`src/rtl/mtt_pkg.sv`:
```
// Package for the matrix times transpose core: field widths, register codes,
// sequencer states and the pipeline tag shared by the control and datapath.
// Depends on nothing.
`default_nettype none

package mtt_pkg;

   localparam int VALUE_W   = 16;
   localparam int PROD_W    = 32;
   localparam int DOT_W     = 48;
   localparam int B_ROW_W   = 4;
   localparam int COL_IDX_W = 8;
   localparam int RCOL_W    = 4;
   localparam int COLS_W    = 9;
   localparam int BROWS_W   = 5;
   localparam int AROWS_W   = 16;
   localparam int CSR_IDX_W = 2;
   localparam int CSR_DAT_W = 16;

   localparam logic [CSR_IDX_W-1:0] CSR_COLS_IN_USE   = 2'd0;
   localparam logic [CSR_IDX_W-1:0] CSR_B_ROWS_IN_USE = 2'd1;
   localparam logic [CSR_IDX_W-1:0] CSR_A_ROWS_IN_USE = 2'd2;

   localparam logic ACTION_LOAD_B   = 1'b0;
   localparam logic ACTION_STREAM_A = 1'b1;

   typedef enum logic [1:0] {
      ST_IDLE,
      ST_SWEEP,
      ST_DRAIN
   } state_type;

   typedef struct packed {
      logic valid;
      logic last_j;
      logic row_end;
      logic last_mat;
   } stage_tag_type;

endpackage

`default_nettype wire

```
`src/rtl/mtt_mac.sv`:
```
// Multiply-accumulate datapath: product register, accumulator file per B row
// and the registered result port. Depends on mtt_pkg.
`default_nettype none

module mtt_mac #(
   parameter int MAX_B_ROWS = 16,
   parameter int JW         = 4
) (
   input  wire logic                               clock,
   input  wire logic                               reset,
   input  wire logic                               prod_en,
   input  wire logic signed [mtt_pkg::VALUE_W-1:0] value,
   input  wire logic        [mtt_pkg::VALUE_W-1:0] rdata,
   input  wire mtt_pkg::stage_tag_type             s2_tag,
   input  wire logic        [JW-1:0]               s2_j,
   output logic                                    rsp_valid,
   output logic signed      [mtt_pkg::DOT_W-1:0]   rsp_dot_value,
   output logic             [mtt_pkg::RCOL_W-1:0]  rsp_result_col,
   output logic                                    rsp_last_of_row,
   output logic                                    rsp_last_of_matrix
);
   import mtt_pkg::*;

   logic signed [PROD_W-1:0] prod_ff;
   logic signed [DOT_W-1:0]  acc_ff [MAX_B_ROWS];
   logic signed [DOT_W-1:0]  sum_in;
   logic                     rsp_valid_ff;
   logic signed [DOT_W-1:0]  rsp_dot_ff;
   logic [RCOL_W-1:0]        rsp_col_ff;
   logic                     rsp_last_row_ff;
   logic                     rsp_last_mat_ff;

   always_ff @(posedge clock) begin
      if (prod_en) begin
         prod_ff <= value * $signed(rdata);
      end
   end

   assign sum_in = acc_ff[s2_j] + DOT_W'(prod_ff);

   // Every accumulator clears at the end of a row, also those of rows no longer in use.
   always_ff @(posedge clock) begin
      if (reset) begin
         for (int i = 0; i < MAX_B_ROWS; i++) begin
            acc_ff[i] <= '0;
         end
      end else if (s2_tag.valid) begin
         if (s2_tag.row_end && s2_tag.last_j) begin
            for (int i = 0; i < MAX_B_ROWS; i++) begin
               acc_ff[i] <= '0;
            end
         end else begin
            acc_ff[s2_j] <= s2_tag.row_end ? '0 : sum_in;
         end
      end
   end

   always_ff @(posedge clock) begin
      if (reset) begin
         rsp_valid_ff <= 1'b0;
      end else begin
         rsp_valid_ff <= s2_tag.valid && s2_tag.row_end;
      end
   end

   always_ff @(posedge clock) begin
      if (s2_tag.valid && s2_tag.row_end) begin
         rsp_dot_ff      <= sum_in;
         rsp_col_ff      <= RCOL_W'(s2_j);
         rsp_last_row_ff <= s2_tag.last_j;
         rsp_last_mat_ff <= s2_tag.last_mat;
      end
   end

   assign rsp_valid          = rsp_valid_ff;
   assign rsp_dot_value      = rsp_dot_ff;
   assign rsp_result_col     = rsp_col_ff;
   assign rsp_last_of_row    = rsp_last_row_ff;
   assign rsp_last_of_matrix = rsp_last_mat_ff;

endmodule

`default_nettype wire

```
`config.mk`:
```
export PLATFORM = sky130hd
export DESIGN_NAME = mtt_mac
export DESIGN_NICKNAME = d
export VERILOG_FILES = /design/src/rtl/mtt_pkg.sv /design/src/rtl/mtt_mac.sv
export SDC_FILE = /design/constraint.sdc
export NUM_CORES = 2
export LEC_CHECK = 0
export BUFFER_PORTS_ARGS = -buffer_cell sky130_fd_sc_hd__clkbuf_2
export CAP_MARGIN = 20
export CORE_UTILIZATION = 50
export CTS_CLUSTER_DIAMETER = 200
export CTS_CLUSTER_SIZE = 12
export DETAILED_ROUTE_END_ITERATION = 8
export GPL_TIMING_DRIVEN = 0
export HOLD_SLACK_MARGIN = 0.12
export PLACE_DENSITY = 0.63
export SLEW_MARGIN = 20
export SYNTH_ARGS = -nofsm -noshare
export SYNTH_HDL_FRONTEND = slang
export SYNTH_SLANG_ARGS = --single-unit
```
`constraint.sdc`:
```
create_clock -name clock -period 10.53 [get_ports clock]
set_input_delay 1.053 -clock clock [delete_from_list [all_inputs] [get_ports clock]]
set_output_delay 1.053 -clock clock [all_outputs]
set_load 0.02 [all_outputs]
```
Yosys cells after proc, flatten, opt, wreduce, memory -nomap -nowiden

Memory sizes are Yosys's and may differ from the RTL's.
Index checks and enable logic that the tools add are counted.

Bits in writable memories: 768
Flip-flop bits (word level): 87
Input bits: 43
Memories kept: 1
Output and inout port bits: 55

Reduce and logical (&&, ||, !) cells: 3
$add $sub $neg: 1
Multiply operators: 1
Muxes and demuxes: 30
Bitwise logic cells: 16

Memory list:

| memory | words | bits a word | rd ports | clocked after memory_dff | wr ports | line          | text |
|---|---|---|---|---|---|---|---|
| acc_ff | 16    | 48          | 1        | 0                        | 16       | mtt_mac.sv:25 | `logic signed [DOT_W-1:0] acc_ff [MAX_B_ROWS];` |

Operators by type and width:

| cell                         | count |
|---|---|
| 2-to-1 mux 48 bit            | 18 |
| adder 48 x 32 -> 48 bit      | 1 |
| OR reduction 48 bit          | 1 |
| multiplier 16 x 16 -> 32 bit | 1 |
| OR 1 bit                     | 16 |
| 2-to-1 mux 1 bit             | 11 |
| 2-to-1 mux 4 bit             | 1 |
| logical AND 1 bit            | 2 |

Depth between registers and ports, before layout

Depth in word-level cells: 7
Mapped depth: 26
Mapped depth without buffers: 24

Least setup slack after synthesis

Ideal clock, no wire load.

Kind: input -> register
Start: input value[15] (netlist bit)
End: register prod_ff[28] (data pin)
Stages: 23
Slack: 3775 ps
Buffers on the path: 1
Arrival: 6496 ps
Path through: clkbuf_1 -> nand2_1 -> inv_1 -> fa_1 -> inv_1 -> fa_1 -> fa_1 -> inv_1 -> fa_1 -> fa_1 -> inv_1 -> fa_1 -> inv_1 -> ha_1 -> a21o_1 -> a21o_1 -> a21oi_1 -> nor2_1 -> or3_1 -> o22ai_1 -> o211ai_1 -> a21oi_1 -> xnor2_1

Cells in the longest elaborated chain, start to end: 1

RTL lines:

| what                         | line          | text |
|---|---|---|
| start: declaration           | mtt_mac.sv:12 | `input wire logic signed [mtt_pkg::VALUE_W-1:0] value,` |
| multiplier 16 x 16 -> 32 bit | mtt_mac.sv:35 | `prod_ff <= value * $signed(rdata);` |
| end signal: assignment       | mtt_mac.sv:35 |  |
| end: declaration             | mtt_mac.sv:24 | `logic signed [PROD_W-1:0] prod_ff;` |

Every way passes these cells.
A chain may end at the register's enable or synchronous reset.

==> flow_metrics.tcl <==
set metrics [dict create \
    fin_skew_ns 0.03522 \
    dp_hpwl_um 96430 \
    p_comb_share_pct 53.4 \
    p_sw_mw 6.393 \
    diodes 0 \
    fin_crit_sh_pct 77.03 \
    drt_iter0_drc 3236 \
    final_hold_viol_count 0 \
    grt_pass1_vias 30970 \
    wl_per_cell_um 26.17 \
    finalSetupViolations 0 \
    path_class "input port to register" \
    powerDensity_nw_per_um2 290.3 \
    relSlewSlack_pct 16.19 \
    syn-num-nets 4147 \
    cts_tree "yes" \
    cts_max_path_buffers 3 \
    cts_setup_buffers 0 \
    die_y_um 312.6 \
    cts_resized 0 \
    drt_pre_antenna_iters 5 \
    dieArea_um2 97740 \
    via_count 30160 \
    ys_seq_elements 855 \
    synth-xor-area-share_pct 1.535 \
    fp.coreArea_um2 95290 \
    synth-simple-area-share_pct 11.21 \
    p_seq_share_pct 29.4 \
    internal_power_mw 9.016 \
    postCtsHoldBufs 0 \
    numCtsBuffers 81 \
    critPathArrivalTime_ns 8.48 \
    pin_count 98 \
    syn_area_um2 48250 \
    syn_area_per_cell_um2 13.00 \
    crit_fanout 10 \
    grt_setup_unrepaired "false" \
    drc 0 \
    ys_seq_area_share_pct 53.20 \
    final_nets 4348 \
    fin_setup_tns_ns 0 \
    place_congestion 0.9344 \
    final_common_cell "edfxtp_1" \
    synth_top_family_by_area "adder cells" \
    p_leak_nw 20.95 \
    clk_pin_slew_ns 0.06 \
    synth_area_leaders "edfxtp_1 (53%), mux4_2 (11%), fa_1 (11%)" \
    power.total_mw 15.41 \
    antenna_found_initial 1 \
    htreeDepth 3 \
    switching_share_pct 41.49 \
    wl_um 135800 \
    viasPerCell 5.809 \
    grt_max_degree 38 \
    tightest_slew_ns 1.257 \
    cap_violations 0 \
    postRouteAntennaNets 0 \
    holdCritPathClass "input port to register" \
    drive_above_1_share_pct 14.29 \
    clock_latency_ns 0.67 \
    io_buffers 96 \
    syn_to_final_growth_pct 10.02 \
    fmaxAchievable_mhz 123.3 \
    clock_sinks 855 \
    synth_edf_count 854 \
    end_kind "register" \
    cp-start-kind "input port" \
    maxSlewViolCount 0 \
    yosys_warnings 0 \
    synthCells 3712 \
    p_clk_share_pct 17.1 \
    synthMuxAreaShare_pct 11.25 \
    worstPathRequired_ns 10.90 \
    mostFrequentLayoutCells "edfxtp_1 (854), nor2_1 (830), inv_1 (371)" \
    run_status "finished, final reports clean" \
    synth-async-reset-ratio_pct 0 \
    fillers 8001 \
    gr-total-overflow 0 \
    yosysTopAreaCell "edfxtp_1" \
    grt_pass1_wl_um 200400 \
    synthFlopType "edfxtp_1" \
    rows 113 \
    initial_core_util_pct 50.63 \
    ctsRootBufferMaster "clkbuf_16" \
    synthAdderAreaFrac_pct 14.26 \
    die_w_um 312.6 \
    irDropWorstVdd_v 0.0002876 \
    track_usage_pct 28.24 \
    synth_compound_area_share_pct 3.465 \
    synth_top_area_share_pct 53.15 \
    fin_crit_ns 8.111 \
    ys_types 76 \
]
logic make-up after synthesis:
logic type	Yosys count
simple gates	1269
flops	855
buf+inv	631
fa+ha+maj	392
compound gates	247
mux	242
xor+xnor	76
worst max-delay path, cell delays in order:
cell       delay (ns)
clkbuf_2         0.12
clkbuf_1         0.36
clkbuf_1         0.66
clkbuf_1         0.70
buf_1            0.75
mux4_2           0.41
mux4_2           0.57
ha_1             0.28
fa_1             0.47
a211oi_2         0.29
o21ai_1          0.14
a21oi_1          0.51
a21oi_1          0.25
o2111ai_2        0.49
nand2_1          0.25
a41oi_1          0.44
xor2_2           0.41
buf_4            0.26
nor2_1           0.07
final cells by class:
type	count	area, um^2	share of cell area, %
plain buffers	257	1064	2.004
repair buffers	118	940.9	1.773
flip-flops and latches	855	25660	48.35
inverters	374	1404	2.645
clock buffers	90	2082	3.923
clock inverters	7	86.33	0.1627
multi-input cells	2226	20250	38.16
well taps	1265	1583	2.982
path summary, 6_finish.rpt:
| check | start | endpoint | slack, ns | cells after the start |
|---|---|---|---|---|
| hold / removal | s2_tag[0] | rsp_last_of_matrix | 0.57 | 1 |
| setup reg to reg | acc_ff[7][0] | acc_ff[7][40] | 4.96 | 14 |
| setup / recovery | s2_j[1] | acc_ff[7][40] | 2.42 | 19 |
| hold reg to reg | prod_ff[0] | rsp_dot_value[0] | 0.65 | 1 |
metrics by stage:
step,instances,util [%],worst slack [ns],hold WS [ns],cell area [um^2]
CTS,5187,55.62,2.454,0.5461,53010
floorplan,3712,-,3.775,0.5494,48250
detailed placement,5090,53.35,1.804,0.6360,50840
global placement,5073,52.79,1.698,0.6388,50310
global route,5192,55.70,2.217,0.5726,53080
finish,5192,55.70,2.419,0.5719,53080
metal layers:
metal,routed length [um],global-route usage (%)
met3,11140,4.301
met2,67270,47.81
met4,4508,9.202
met5,0,0
met1,52930,37.61
power by group through the flow:
stage	clock (mW)	sequential, mW	combinational [mW]
2_1_floorplan	0	4.63	6.21
3_3_place_gp	0	4.61	8.14
3_5_place_dp	0	4.60	8.26
4_1_cts	2.65	4.53	8.30
5_1_grt	2.77	4.56	9.34
6_report	2.64	4.53	8.24
cells in the mapped netlist, drive strengths merged, types with 11 or more instances:
| master | instances |
|---|---|
| xnor2 | 60 |
| o21bai | 17 |
| a211oi | 11 |
| nor2 | 831 |
| nand3 | 18 |
| xor2 | 16 |
| inv | 374 |
| and3 | 11 |
| a21o | 30 |
| edfxtp | 854 |
| nand2b | 31 |
| or2 | 19 |
| mux4 | 240 |
| ha | 129 |
| o21ai | 43 |
| a21oi | 80 |
| and2 | 128 |
| clkbuf | 200 |
| nor2b | 11 |
| fa | 263 |
| nand2 | 185 |
| buf | 57 |
sequential cells by signal, summed over array words and instances (netlist names):
name and cells:
acc_ff 768, prod_ff 32, rsp_dot_value 48, rsp_last_of_matrix 1, rsp_last_of_row 1, rsp_result_col 4, rsp_valid 1
Note: power is estimated with default switching activity, not from simulation.
