$ cat config.mk
export PLATFORM = sky130hd
export DESIGN_NAME = mtt_ctrl
export DESIGN_NICKNAME = d
export VERILOG_FILES = /design/src/rtl/mtt_pkg.sv /design/src/rtl/mtt_ctrl.sv
export SDC_FILE = /design/constraint.sdc
export NUM_CORES = 1
export LEC_CHECK = 0
export BUFFER_PORTS_ARGS = -buffer_cell sky130_fd_sc_hd__buf_2
export CAP_MARGIN = 10
export CELL_PAD_IN_SITES_DETAIL_PLACEMENT = 0
export CELL_PAD_IN_SITES_GLOBAL_PLACEMENT = 2
export CORE_ASPECT_RATIO = 1.5
export CORE_MARGIN = 5
export CORE_UTILIZATION = 32
export DETAILED_ROUTE_END_ITERATION = 12
export PLACE_DENSITY = 0.8
export SLEW_MARGIN = 20
export SYNTH_ARGS = -nofsm -noshare
export SYNTH_HDL_FRONTEND = slang
export SYNTH_SLANG_ARGS = --single-unit
$ cat constraint.sdc
create_clock -name clock -period 3.6 [get_ports clock]
set_clock_uncertainty 0.15 [all_clocks]
set_input_delay 0.54 -clock clock [delete_from_list [all_inputs] [get_ports clock]]
set_output_delay 0.54 -clock clock [all_outputs]
set_load 0.02 [all_outputs]
$ cat src/rtl/mtt_pkg.sv
// Package for the matrix times transpose core: field widths, register codes,
// sequencer states and the pipeline tag shared by the control and datapath.
// Depends on nothing.
`default_nettype none

package mtt_pkg;

   localparam int VALUE_W   = 16;
   localparam int PROD_W    = 32;
   localparam int DOT_W     = 48;
   localparam int B_ROW_W   = 4;
   localparam int COL_IDX_W = 8;
   localparam int RCOL_W    = 4;
   localparam int COLS_W    = 9;
   localparam int BROWS_W   = 5;
   localparam int AROWS_W   = 16;
   localparam int CSR_IDX_W = 2;
   localparam int CSR_DAT_W = 16;

   localparam logic [CSR_IDX_W-1:0] CSR_COLS_IN_USE   = 2'd0;
   localparam logic [CSR_IDX_W-1:0] CSR_B_ROWS_IN_USE = 2'd1;
   localparam logic [CSR_IDX_W-1:0] CSR_A_ROWS_IN_USE = 2'd2;

   localparam logic ACTION_LOAD_B   = 1'b0;
   localparam logic ACTION_STREAM_A = 1'b1;

   typedef enum logic [1:0] {
      ST_IDLE,
      ST_SWEEP,
      ST_DRAIN
   } state_type;

   typedef struct packed {
      logic valid;
      logic last_j;
      logic row_end;
      logic last_mat;
   } stage_tag_type;

endpackage

`default_nettype wire

$ cat src/rtl/mtt_ctrl.sv
// Sequencer: configuration registers, column and row counters, store write
// decode and the sweep over B rows with its pipeline tags. Depends on mtt_pkg.
`default_nettype none

module mtt_ctrl #(
   parameter int MAX_COLS   = 256,
   parameter int MAX_B_ROWS = 16,
   parameter int AW         = 12,
   parameter int JW         = 4,
   parameter int COL_W      = 8
) (
   input  wire logic                                clock,
   input  wire logic                                reset,
   input  wire logic                                start,
   output logic                                     busy,
   input  wire logic                                req_action,
   input  wire logic        [mtt_pkg::B_ROW_W-1:0]  req_b_row_index,
   input  wire logic        [mtt_pkg::COL_IDX_W-1:0] req_col_index,
   input  wire logic signed [mtt_pkg::VALUE_W-1:0]  req_value,
   input  wire logic                                csr_valid,
   output logic                                     csr_ready,
   input  wire logic        [mtt_pkg::CSR_IDX_W-1:0] csr_index,
   input  wire logic        [mtt_pkg::CSR_DAT_W-1:0] csr_wdata,
   output logic                                     mem_we,
   output logic             [AW-1:0]                mem_waddr,
   output logic             [mtt_pkg::VALUE_W-1:0]  mem_wdata,
   output logic                                     mem_re,
   output logic             [AW-1:0]                mem_raddr,
   output logic signed      [mtt_pkg::VALUE_W-1:0]  value,
   output logic                                     prod_en,
   output mtt_pkg::stage_tag_type                   s2_tag,
   output logic             [JW-1:0]                s2_j
);
   import mtt_pkg::*;

   localparam int ColCmpW = ($clog2(MAX_COLS + 1) > COLS_W ?
                             $clog2(MAX_COLS + 1) : COLS_W) + 1;
   localparam int RowCmpW = ($clog2(MAX_B_ROWS + 1) > BROWS_W ?
                             $clog2(MAX_B_ROWS + 1) : BROWS_W) + 1;

   state_type state_ff, state_in;

   logic [COLS_W-1:0]      cols_ff;
   logic [BROWS_W-1:0]     brows_ff;
   logic [AROWS_W-1:0]     arows_ff;
   logic [COL_W-1:0]       column_count_ff, column_count_in;
   logic [AROWS_W-1:0]     a_row_count_ff, a_row_count_in;
   logic signed [VALUE_W-1:0] value_ff;
   logic [COL_W-1:0]       col_ff;
   logic                   row_end_ff, row_end_in;
   logic                   last_mat_ff, last_mat_in;
   logic [JW-1:0]          nb_last_ff, nb_last_in;
   logic [JW-1:0]          j_ff, j_in;
   stage_tag_type          s1_ff, s1_in;
   logic [JW-1:0]          s1_j_ff;
   stage_tag_type          s2_ff;
   logic [JW-1:0]          s2_j_ff;

   logic                   accept;
   logic                   accept_a;
   logic                   sweeping;
   logic [ColCmpW-1:0]     c_plus;
   logic [ColCmpW-1:0]     eff_cols;
   logic [RowCmpW-1:0]     eff_brows;
   logic [AROWS_W:0]       a_plus;
   logic [AROWS_W:0]       eff_arows;
   logic                   load_ok;

   assign accept   = start && !busy;
   assign accept_a = accept && (req_action == ACTION_STREAM_A);

   always_comb begin
      state_in = state_ff;
      case (state_ff)
         ST_IDLE: begin
            if (accept_a) begin
               state_in = ST_SWEEP;
            end
         end
         ST_SWEEP: begin
            if (j_ff == nb_last_ff) begin
               state_in = ST_DRAIN;
            end
         end
         ST_DRAIN: begin
            if (!s1_ff.valid) begin
               state_in = ST_IDLE;
            end
         end
         default: state_in = ST_IDLE;
      endcase
   end

   always_comb begin
      busy     = 1'b1;
      sweeping = 1'b0;
      case (state_ff)
         ST_IDLE:  busy = 1'b0;
         ST_SWEEP: sweeping = 1'b1;
         ST_DRAIN: busy = 1'b1;
         default:  busy = 1'b1;
      endcase
   end

   always_ff @(posedge clock) begin
      if (reset) begin
         state_ff <= ST_IDLE;
      end else begin
         state_ff <= state_in;
      end
   end

   assign csr_ready = 1'b1;

   always_ff @(posedge clock) begin
      if (reset) begin
         cols_ff  <= COLS_W'(256);
         brows_ff <= BROWS_W'(16);
         arows_ff <= AROWS_W'(1);
      end else if (csr_valid) begin
         case (csr_index)
            CSR_COLS_IN_USE:   cols_ff  <= csr_wdata[COLS_W-1:0];
            CSR_B_ROWS_IN_USE: brows_ff <= csr_wdata[BROWS_W-1:0];
            CSR_A_ROWS_IN_USE: arows_ff <= csr_wdata[AROWS_W-1:0];
            default: ;
         endcase
      end
   end

   always_comb begin
      c_plus = ColCmpW'(column_count_ff) + ColCmpW'(1);
      if (cols_ff == '0) begin
         eff_cols = ColCmpW'(1);
      end else if (ColCmpW'(cols_ff) > ColCmpW'(MAX_COLS)) begin
         eff_cols = ColCmpW'(MAX_COLS);
      end else begin
         eff_cols = ColCmpW'(cols_ff);
      end
      if (brows_ff == '0) begin
         eff_brows = RowCmpW'(1);
      end else if (RowCmpW'(brows_ff) > RowCmpW'(MAX_B_ROWS)) begin
         eff_brows = RowCmpW'(MAX_B_ROWS);
      end else begin
         eff_brows = RowCmpW'(brows_ff);
      end
      a_plus    = (AROWS_W + 1)'(a_row_count_ff) + (AROWS_W + 1)'(1);
      eff_arows = (arows_ff == '0) ? (AROWS_W + 1)'(1) : (AROWS_W + 1)'(arows_ff);

      row_end_in  = (c_plus >= eff_cols);
      last_mat_in = row_end_in && (a_plus >= eff_arows);
      nb_last_in  = JW'(eff_brows - RowCmpW'(1));

      column_count_in = column_count_ff;
      a_row_count_in  = a_row_count_ff;
      if (accept_a) begin
         column_count_in = row_end_in ? '0 : COL_W'(c_plus);
         if (row_end_in) begin
            a_row_count_in = last_mat_in ? '0 : AROWS_W'(a_plus);
         end
      end
   end

   always_ff @(posedge clock) begin
      if (reset) begin
         column_count_ff <= '0;
         a_row_count_ff  <= '0;
      end else begin
         column_count_ff <= column_count_in;
         a_row_count_ff  <= a_row_count_in;
      end
   end

   always_ff @(posedge clock) begin
      if (accept_a) begin
         value_ff    <= req_value;
         col_ff      <= column_count_ff;
         row_end_ff  <= row_end_in;
         last_mat_ff <= last_mat_in;
         nb_last_ff  <= nb_last_in;
      end
   end

   always_comb begin
      j_in = j_ff;
      if (accept_a) begin
         j_in = '0;
      end else if (sweeping) begin
         j_in = j_ff + JW'(1);
      end
      s1_in.valid    = sweeping;
      s1_in.last_j   = (j_ff == nb_last_ff);
      s1_in.row_end  = row_end_ff;
      s1_in.last_mat = last_mat_ff;
   end

   always_ff @(posedge clock) begin
      if (reset) begin
         j_ff  <= '0;
         s1_ff <= '0;
         s2_ff <= '0;
      end else begin
         j_ff  <= j_in;
         s1_ff <= s1_in;
         s2_ff <= s1_ff;
      end
   end

   always_ff @(posedge clock) begin
      s1_j_ff <= j_ff;
      s2_j_ff <= s1_j_ff;
   end

   assign load_ok = (ColCmpW'(req_col_index) < ColCmpW'(MAX_COLS)) &&
                    (RowCmpW'(req_b_row_index) < RowCmpW'(MAX_B_ROWS));

   assign mem_we    = accept && (req_action == ACTION_LOAD_B) && load_ok;
   assign mem_waddr = AW'(req_b_row_index) * AW'(MAX_COLS) + AW'(req_col_index);
   assign mem_wdata = req_value;
   assign mem_re    = sweeping;
   assign mem_raddr = AW'(j_ff) * AW'(MAX_COLS) + AW'(col_ff);

   assign value   = value_ff;
   assign prod_en = s1_ff.valid;
   assign s2_tag  = s2_ff;
   assign s2_j    = s2_j_ff;

endmodule

`default_nettype wire

**After elaboration in Yosys (flattened, before gate mapping)**

Cells that the tools add are included.

- Bits in registers: 106

- Add/subtract/negate cells: 6
- Bitwise gates (word level): 1
- Equal/unequal tests: 8
- Reductions and logical operators: 15
- Muxes and demuxes: 13
- $lt $le $gt $ge: 4

Operator list:

| kind | number |
|---|---|
| 2-to-1 mux 16 bit | 2 |
| adder 12 x 8 -> 12 bit | 2 |
| 2-to-1 mux 9 bit | 2 |
| adder 16 x 1 -> 17 bit, second input constant | 1 |
| >= comparator 17 x 16 -> 1 bit | 1 |
| zero test 16 bit | 1 |
| >= comparator 9 x 10 -> 1 bit | 1 |
| adder 8 x 1 -> 9 bit, second input constant | 1 |
| > comparator 9 bit, second input constant | 1 |
| zero test 9 bit | 1 |
| 2-to-1 mux 4 bit | 2 |
| 2-to-1 mux 8 bit | 1 |
| AND reduction 2 bit | 4 |
| 2-to-1 mux 2 bit | 3 |
| != test 2 bit, second input constant | 3 |
| case mux 2 bit (3 select lines) | 1 |
| > comparator 5 bit, second input constant | 1 |
| zero test 5 bit | 1 |
| adder 4 x 1 -> 4 bit, second input constant | 1 |
| == test 2 x 1 -> 1 bit, second input constant | 2 |
| == test 2 bit, second input constant | 2 |
| == test 4 bit | 1 |
| logical AND 1 bit | 4 |
| zero test 2 bit | 2 |
| other kinds (5) | 6 |

**Depth between registers and ports, before layout**

Gate-level depths: netlist of the first run.

- Depth after elaboration: 6
- Depth in mapped cells: 13
- Mapped depth without buffers: 13

**Least setup slack after synthesis of the first run**

No wires, ideal clock.

- Path type: register to register
- From: reg a_row_count_ff[0]
- To: reg a_row_count_ff[11]
- Setup slack: 564 ps
- Arrival time: 2760 ps
- Library setup time: 126 ps
- Cell stages (with the launch flop): 13
- Period minus slack after synthesis: 3036 ps
- Cells stage by stage: dfxtp_1 -> ha_1 -> nand3_1 -> nor2_2 -> nand3_1 -> xnor2_1 -> ha_1 -> nand4_1 -> or4_1 -> o211ai_2 -> a221oi_4 -> a41oi_1 -> o22ai_1

- Word-level cells in the longest chain between the ends: 4

Ends and longest elaborated chain:

| element | RTL line | text |
|---|---|---|
| from (decl) | mtt_ctrl.sv:47 | `logic [AROWS_W-1:0] a_row_count_ff, a_row_count_in;` |
| from (signal assigned) | mtt_ctrl.sv:169 | `a_row_count_ff <= a_row_count_in;` |
| adder 16 x 1 -> 17 bit (*) | mtt_ctrl.sv:146 | `a_plus = (AROWS_W + 1)'(a_row_count_ff) + (AROWS_W + 1)'(1);` |
| >= comparator 17 x 16 -> 1 bit | mtt_ctrl.sv:150 | `last_mat_in = row_end_in && (a_plus >= eff_arows);` |
| logical AND 1 bit | mtt_ctrl.sv:150 |  |
| 2-to-1 mux 16 bit (*) | mtt_ctrl.sv:158 | `a_row_count_in = last_mat_in ? '0 : AROWS_W'(a_plus);` |

Every way passes the cells marked *; elsewhere a longest branch is shown, timed or not.
A chain may end at the register's enable or synchronous reset.

**Final worst setup path of the first run**

- From: reg a_row_count_ff[0]
- To: reg a_row_count_ff[6]

The elaborated chain is that of the path after synthesis.

==> metrics.txt, run 1 <==
pin count of the biggest net entering global routing=33; crit-path cells=ha_1, nand3_1, nor2_4, nand3_1, xnor2_1, ha_1, nand4_1, or4_1, o211ai_2, a221oi_4, buf_4, a21oi_1, o22ai_1; CP startpoint kind=flip-flop; die height=161.5 um; Total Routing Usage GR=0.1222; Util after Layout=0.3792; gr ovfl total=0; H-Tree Depth=3; vias after detailed routing=3588; Antenna diodes=0; Arr. time, crit path=3.47 ns; overall power=0.002480 W; Post-Route WL=10860 um; distinct cell type count of the synthesized netlist=53; initial antenna violation count=0; starting density of the core=0.3250; CP Launch Point=a_row_count_ff[0]; CP max stage delay=0.57 ns; clock slew at reported path FFs=0.07 ns; Synth area leaders=dfxtp_1 31%, edfxtp_1 18%, ha_1 7.4%; crit path kind=reg2reg; CTS sink count=106; Die W=111.0 um; layout cells sized above 1=0.2120; FMAX=294.3 MHz; Pleak=2.357 nW; outcome=finished clean; Critical Path RT=3.68 ns; Clock Path Buffers=2; antenna viol nets, final=0; Post-synth ARST share=0; top_reg_cell synth=dfxtp_1; buffers added on ports=94; peak supply drop=0.2910 mV; CTS Hold Buffers Added=0; Yosys reg bits=106; Vias/cell=4.577; max-slew violations=0; number of global-route vias before repair=3568; CTS root buffer=clkbuf_16; Clock Latency Late Sink=0.34 ns; drt drc=0; fin nets=660; CP top delay family=simple AND/OR/NAND/NOR gates; min-delay src=s1_j_ff[1]; drt pass-1 iters=5; Synth Area per Inst=9.643 sq um; synth warn=0; Setup-failing EPs final=0; P&R area growth vs syn=16.68%; # rows=55; Post-synth EDFFs=30; gp weighted congestion=0.7785; first-pass GRT wire length=17850 um; Yosys top cell area share=0.3106; CTS buffer count=9; Sum Neg Setup Slack=0 ns; cell taking the most area after synthesis=dfxtp_1; crit-path max FO=8; CP endpoint kind=flip-flop; First DRT Iteration DRCs=119; worst path bufs/invs=1; total die area=17930 sq um; WL/cell=13.85 um; worst hold-check path type=reg2reg; CTS tree=done; Least-Margin Pin Slew=0.8990 ns; Tmin final=3.398 ns; power per cell area=433.9 nW/um^2; Max-cap violations=0; RSZ-0062 raised after global routing=true; Fin. Hold Viols=0; slowest CP cell=or4_1; cell area after synthesis=4898 sq um; Ports=120; Seq/Total Area, Yosys=0.4945; CORE AREA=15070 sq um; Synth Net Count=588; Crit Reg-Reg Startpoint=a_row_count_ff[0]; dpl hpwl=8397 um; Rel. slew slack=0.3981; post-synthesis instance total=508; Tcrit/Tclk final=0.9439
layout by cell type, fill, tap and decap left out, drive strengths merged, types with 7 or more instances in the layout:
master / count
nand2: 86
mux2i: 13
nand3: 14
inv: 30
xor2: 9
clkbuf: 11
buf: 101
nand4: 7
a21oi: 26
nor2: 35
edfxtp: 30
ha: 29
xnor2: 17
nor3: 7
o21ai: 19
dfxtp: 76
nor2b: 7
power breakdown:
| part | switching, W | total [W] | internal [W] |
|---|---|---|---|
| clock network | 0.000430 | 0.000975 | 0.000545 |
| logic | 0.000143 | 0.000227 | 0.0000841 |
| registers | 0.0000187 | 0.00128 | 0.00126 |
sequential cells by signal, indices dropped and copies added, names as in the netlist:
name,count
col_ff,8
s1_j_ff,4
row_end_ff,1
cols_ff,9
arows_ff,16
nb_last_ff,4
value,16
s1_ff,3
state_ff,2
s2_j,4
s2_tag,4
column_count_ff,8
last_mat_ff,1
prod_en,1
a_row_count_ff,16
j_ff,4
brows_ff,5
cells by family (layout without fill, tap and decap cells):
| kind of cell | Yosys count | count (layout) | share of synthesized area |
|---|---|---|---|
| other | 1 | 1 | 0.0007655 |
| XOR/XNOR | 26 | 26 | 0.04649 |
| flip-flops | 106 | 106 | 0.4945 |
| adder cells (fa/ha/maj) | 29 | 29 | 0.07407 |
| buffers and inverters | 70 | 147 | 0.07637 |
| multiplexers | 13 | 13 | 0.02656 |
| AO/OA/AOI/OAI | 80 | 80 | 0.1091 |
| AND/OR/NAND/NOR | 183 | 183 | 0.1722 |
synth_stat cells, types with 3 or more instances:
cell and n:
clkbuf_1 8, a22o_1 5, inv_1 29, a211oi_1 3, a21o_1 3, dfxtp_1 76, nand4_1 6, xor2_1 9
o22ai_1 4, xnor2_1 17, nand2b_1 6, nand3_1 13, nand2_1 86, o21ai_0 17, o21a_1 3, edfxtp_1 30
and3_1 6, nor2b_1 7, nor4_1 4, mux2i_1 13, a21oi_1 26, nor2_1 34, nor3_1 7, buf_4 29
ha_1 29
worst reg2reg max path, delay by kind of cell (launching register included):
family	cells	cell delay, ns
adders and majority gates	2	0.61
buffers and inverters	1	0.17
DFF	1	0.42
xor gates and xnor gates	1	0.16
AOI/OAI and AO/OA	4	0.50
and+or+nand+nor	5	1.29
stage by stage:
stage | instance area, sq um | setup WS, ns | instances | hold slack, ns
global placement | 5399 | 0.2591 | 766 | 0.1596
global route | 5715 | -0.02264 | 784 | 0.1893
finish | 5715 | 0.2020 | 784 | 0.1771
CTS | 5695 | 0.09262 | 782 | 0.1789
detailed placement | 5399 | 0.1179 | 766 | 0.1628
floorplan | 4898 | 0.5638 | 508 | 0.1596
what timing repair did:
| item | 4_1_cts | 5_1_grt |
|---|---|---|
| setup buffers | 0 | 2 |
| gates resized for setup | 0 | 1 |
| setup endpoints to repair | 0 | 15 |
per-layer routing:
metal,up-vias,part of all wire,GRT usage
li1,1861,-,-
met1,1625,0.43,0.1389
met2,90,0.51,0.2221
met3,12,0.050,0.02736
met4,0,0.019,0.04704
met5,-,0,0
final timing paths:
kind                       endpoint  slack, ns  depth (start not counted)
hold reg to reg             s2_j[1]       0.18                          0
setup / recovery  a_row_count_ff[6]       0.20                         13
setup reg to reg  a_row_count_ff[6]       0.20                         13
hold / removal              s2_j[1]       0.18                          0
area by class of cell:
type	count	area, sq um
repair buffers	101	523.0
clock inverters	5	63.81
inverters	30	112.6
multi-input cells	332	2112
clock buffers	11	232.7
fillers	1538	9355
flip-flops and latches	106	2422
well taps	199	249.0
No activity file was read; power rests on OpenSTA's default activity.
==> run 2: changes to the inputs <==
- CORE_UTILIZATION: 32 -> 34
- CTS_BUF_LIST: not set -> sky130_fd_sc_hd__clkbuf_2 sky130_fd_sc_hd__clkbuf_4 sky130_fd_sc_hd__clkbuf_8
- PLACE_DENSITY: 0.8 -> 0.84
==> run 2 against run 1 <==
Largest power group unchanged. Critical endpoint unchanged. Clock power decreased by 31%. Critical path depth unchanged. Clock-buffer cell count unchanged. Largest cell class unchanged. Maximum frequency increased by 0.29%. First-iteration DRC count decreased by 6.7%. Hold slack improved by 0.0074 ns. Utilization increased by 2.0 points. Critical path type unchanged.
==> metrics.txt, run 2 (synthesis gave the netlist of run 1 again) <==
Fin. Hold Viols=0 (unchanged); internal power=0.001621 W (was 0.001889 W); total die area=16960 sq um (was 17930 sq um); First DRT Iteration DRCs=111 (was 119); CTS Hold Buffers Added=0 (unchanged); die height=157.0 um (was 161.5 um); Least-Margin Pin Slew=0.9026 ns (was 0.8990 ns); PnR worst setup slack=0.2118 ns (was 0.2020 ns); WL/cell=13.87 um (was 13.85 um); Util after Layout=0.3989 (was 0.3792); Tmin final=3.388 ns (was 3.398 ns); Die W=108.0 um (was 111.0 um); Hold EP=s2_j[3] (was s2_j[1]); Arr. time, crit path=3.48 ns (was 3.47 ns); R2R Setup Slk=0.21 ns (was 0.20 ns); CP endpoint kind=flip-flop (unchanged); clock slew at reported path FFs=0.09 ns (was 0.07 ns); Comb pwr share=0.105 (was 0.091); commonest non-fill, non-tap cells in the layout=94 x buf_2, 86 x nand2_1, 76 x dfxtp_1, 34 x nor2_1, 30 x edfxtp_1 (unchanged); Clock Path Buffers=2 (unchanged); H-Tree Depth=3 (unchanged); dpl hpwl=8400 um (was 8397 um); P&R area growth vs syn=14.48% (was 16.68%); Post-Route WL=10800 um (was 10860 um); antenna viol nets, final=0 (unchanged); buffers added on ports=94 (unchanged); Vias/cell=4.728 (was 4.577); Register-to-Register Path Depth=13 (unchanged); commonest non-fill, non-tap cell in the layout=buf_2 (unchanged); Max-cap violations=0 (unchanged); Clock Latency Late Sink=0.36 ns (was 0.34 ns); CTS tree=done (unchanged); crit path kind=reg2reg (unchanged); power per cell area=389.6 nW/um^2 (was 433.9 nW/um^2); outcome=finished clean (unchanged); FMAX=295.1 MHz (was 294.3 MHz); fin nets=662 (was 660); peak supply drop=0.1677 mV (was 0.2910 mV); CTS sink count=106 (unchanged); hold path depth=0 (unchanged); CP startpoint kind=flip-flop (unchanged); Rel. slew slack=0.3957 (was 0.3981); crit-path max FO=7 (was 8); max-slew violations=0 (unchanged); Crit Reg-Reg Startpoint=a_row_count_ff[0] (unchanged); Seq pwr share=0.585 (was 0.516); first-pass GRT wire length=17480 um (was 17850 um); Total Routing Usage GR=0.1303 (was 0.1222); Pleak=2.323 nW (was 2.357 nW); RSZ-0062 raised after global routing=false (was true); CORE AREA=14060 sq um (was 15070 sq um); Setup-failing EPs final=0 (unchanged); design area=5608 sq um (was 5715 sq um); NetSw=0.0005638 W (was 0.0005913 W); pin count of the biggest net entering global routing=24 (was 33); DP Area=5390 sq um (was 5399 sq um); drt drc=0 (unchanged); initial antenna violation count=0 (unchanged); Clk pwr share=0.310 (was 0.393); Antenna diodes=0 (unchanged); Sum Neg Setup Slack=0 ns (unchanged); gr ovfl total=0 (unchanged); Tcrit/Tclk final=0.9412 (was 0.9439); pre-CTS WS=0.08364 ns (was 0.1179 ns); # rows=53 (was 55); gp weighted congestion=0.7787 (was 0.7785); worst hold-check path type=reg2reg (unchanged); drt pass-1 iters=4 (was 5); CTS root buffer=clkbuf_8 (was clkbuf_16); starting density of the core=0.3484 (was 0.3250); Critical Path RT=3.69 ns (was 3.68 ns); vias after detailed routing=3683 (was 3588); number of global-route vias before repair=3645 (was 3568); Ports=120 (unchanged); Net Sw Frac=0.2581 (was 0.2384); RR Endpoint=a_row_count_ff[6] (unchanged); CTS buffer count=9 (unchanged); layout cells sized above 1=0.2198 (was 0.2120); min-delay src=s1_j_ff[3] (was s1_j_ff[1])
## run 2: what timing repair did
item	in CTS	in global routing
gates resized for setup	0	2
endpoints found under the setup margin	0	15
setup buffers	0	4
hold endpoints to repair	0	0
## run 2: per-stage QoR
stage / instances / hold WS, ns / total power (W)
floorplan: 508 / 0.1596 / 0.001477
global placement: 759 / 0.1596 / 0.001528
detailed placement: 759 / 0.1636 / 0.001533
CTS: 775 / 0.1747 / 0.002212
global route: 779 / 0.1713 / 0.002293
finish: 779 / 0.1845 / 0.002185
## run 2: layer usage
| layer | routed length (um) | share of wire | vias to the layer above | track usage |
|---|---|---|---|---|
| li1 | - | - | 1878 | - |
| met2 | 5541 | 0.51 | 96 | 0.2414 |
| met1 | 4423 | 0.41 | 1693 | 0.1437 |
| met5 | 0 | 0 | - | 0 |
| met4 | 195 | 0.018 | 0 | 0.04753 |
| met3 | 642 | 0.059 | 16 | 0.02954 |
## run 2: worst max path at each step
stage	startpoint	endpoint	slack, ns	cells after the start
finish	a_row_count_ff[0]	a_row_count_ff[6]	0.21	13
global placement	a_row_count_ff[0]	a_row_count_ff[14]	0.25	12
detailed placement	a_row_count_ff[0]	a_row_count_ff[1]	0.08	12
global route	a_row_count_ff[0]	a_row_count_ff[7]	0.01	12
floorplan	a_row_count_ff[0]	a_row_count_ff[11]	0.56	12
CTS	a_row_count_ff[0]	a_row_count_ff[2]	0.05	12
## run 2: power by group through the flow
| stage | Sequential, W | Clock [W] | Combinational, W |
|---|---|---|---|
| finish | 0.00128 | 0.000676 | 0.000230 |
| global route | 0.00128 | 0.000754 | 0.000256 |
| CTS | 0.00128 | 0.000706 | 0.000228 |
| detailed placement | 0.00131 | 0 | 0.000227 |
| global placement | 0.00131 | 0 | 0.000222 |
| floorplan | 0.00132 | 0 | 0.000156 |
## run 2: cell type report
type	count	area, sq um
clock inverters	5	41.29
multi-input cells	332	2115
well taps	192	240.2
repair buffers	103	538.0
fillers	1450	8451
flip-flops and latches	106	2422
inverters	30	112.6
clock buffers	11	138.9
## run 2: critical path, stage by stage, from the launching register on
cell and delay [ns]:
dfxtp_1 0.44, ha_2 0.26, nand3_1 0.18, nor2_4 0.24, nand3_1 0.12, xnor2_1 0.16
ha_1 0.33, nand4_1 0.16, or4_1 0.57, o211ai_2 0.13, a221oi_4 0.14, buf_4 0.16
a21oi_1 0.13, o22ai_1 0.10
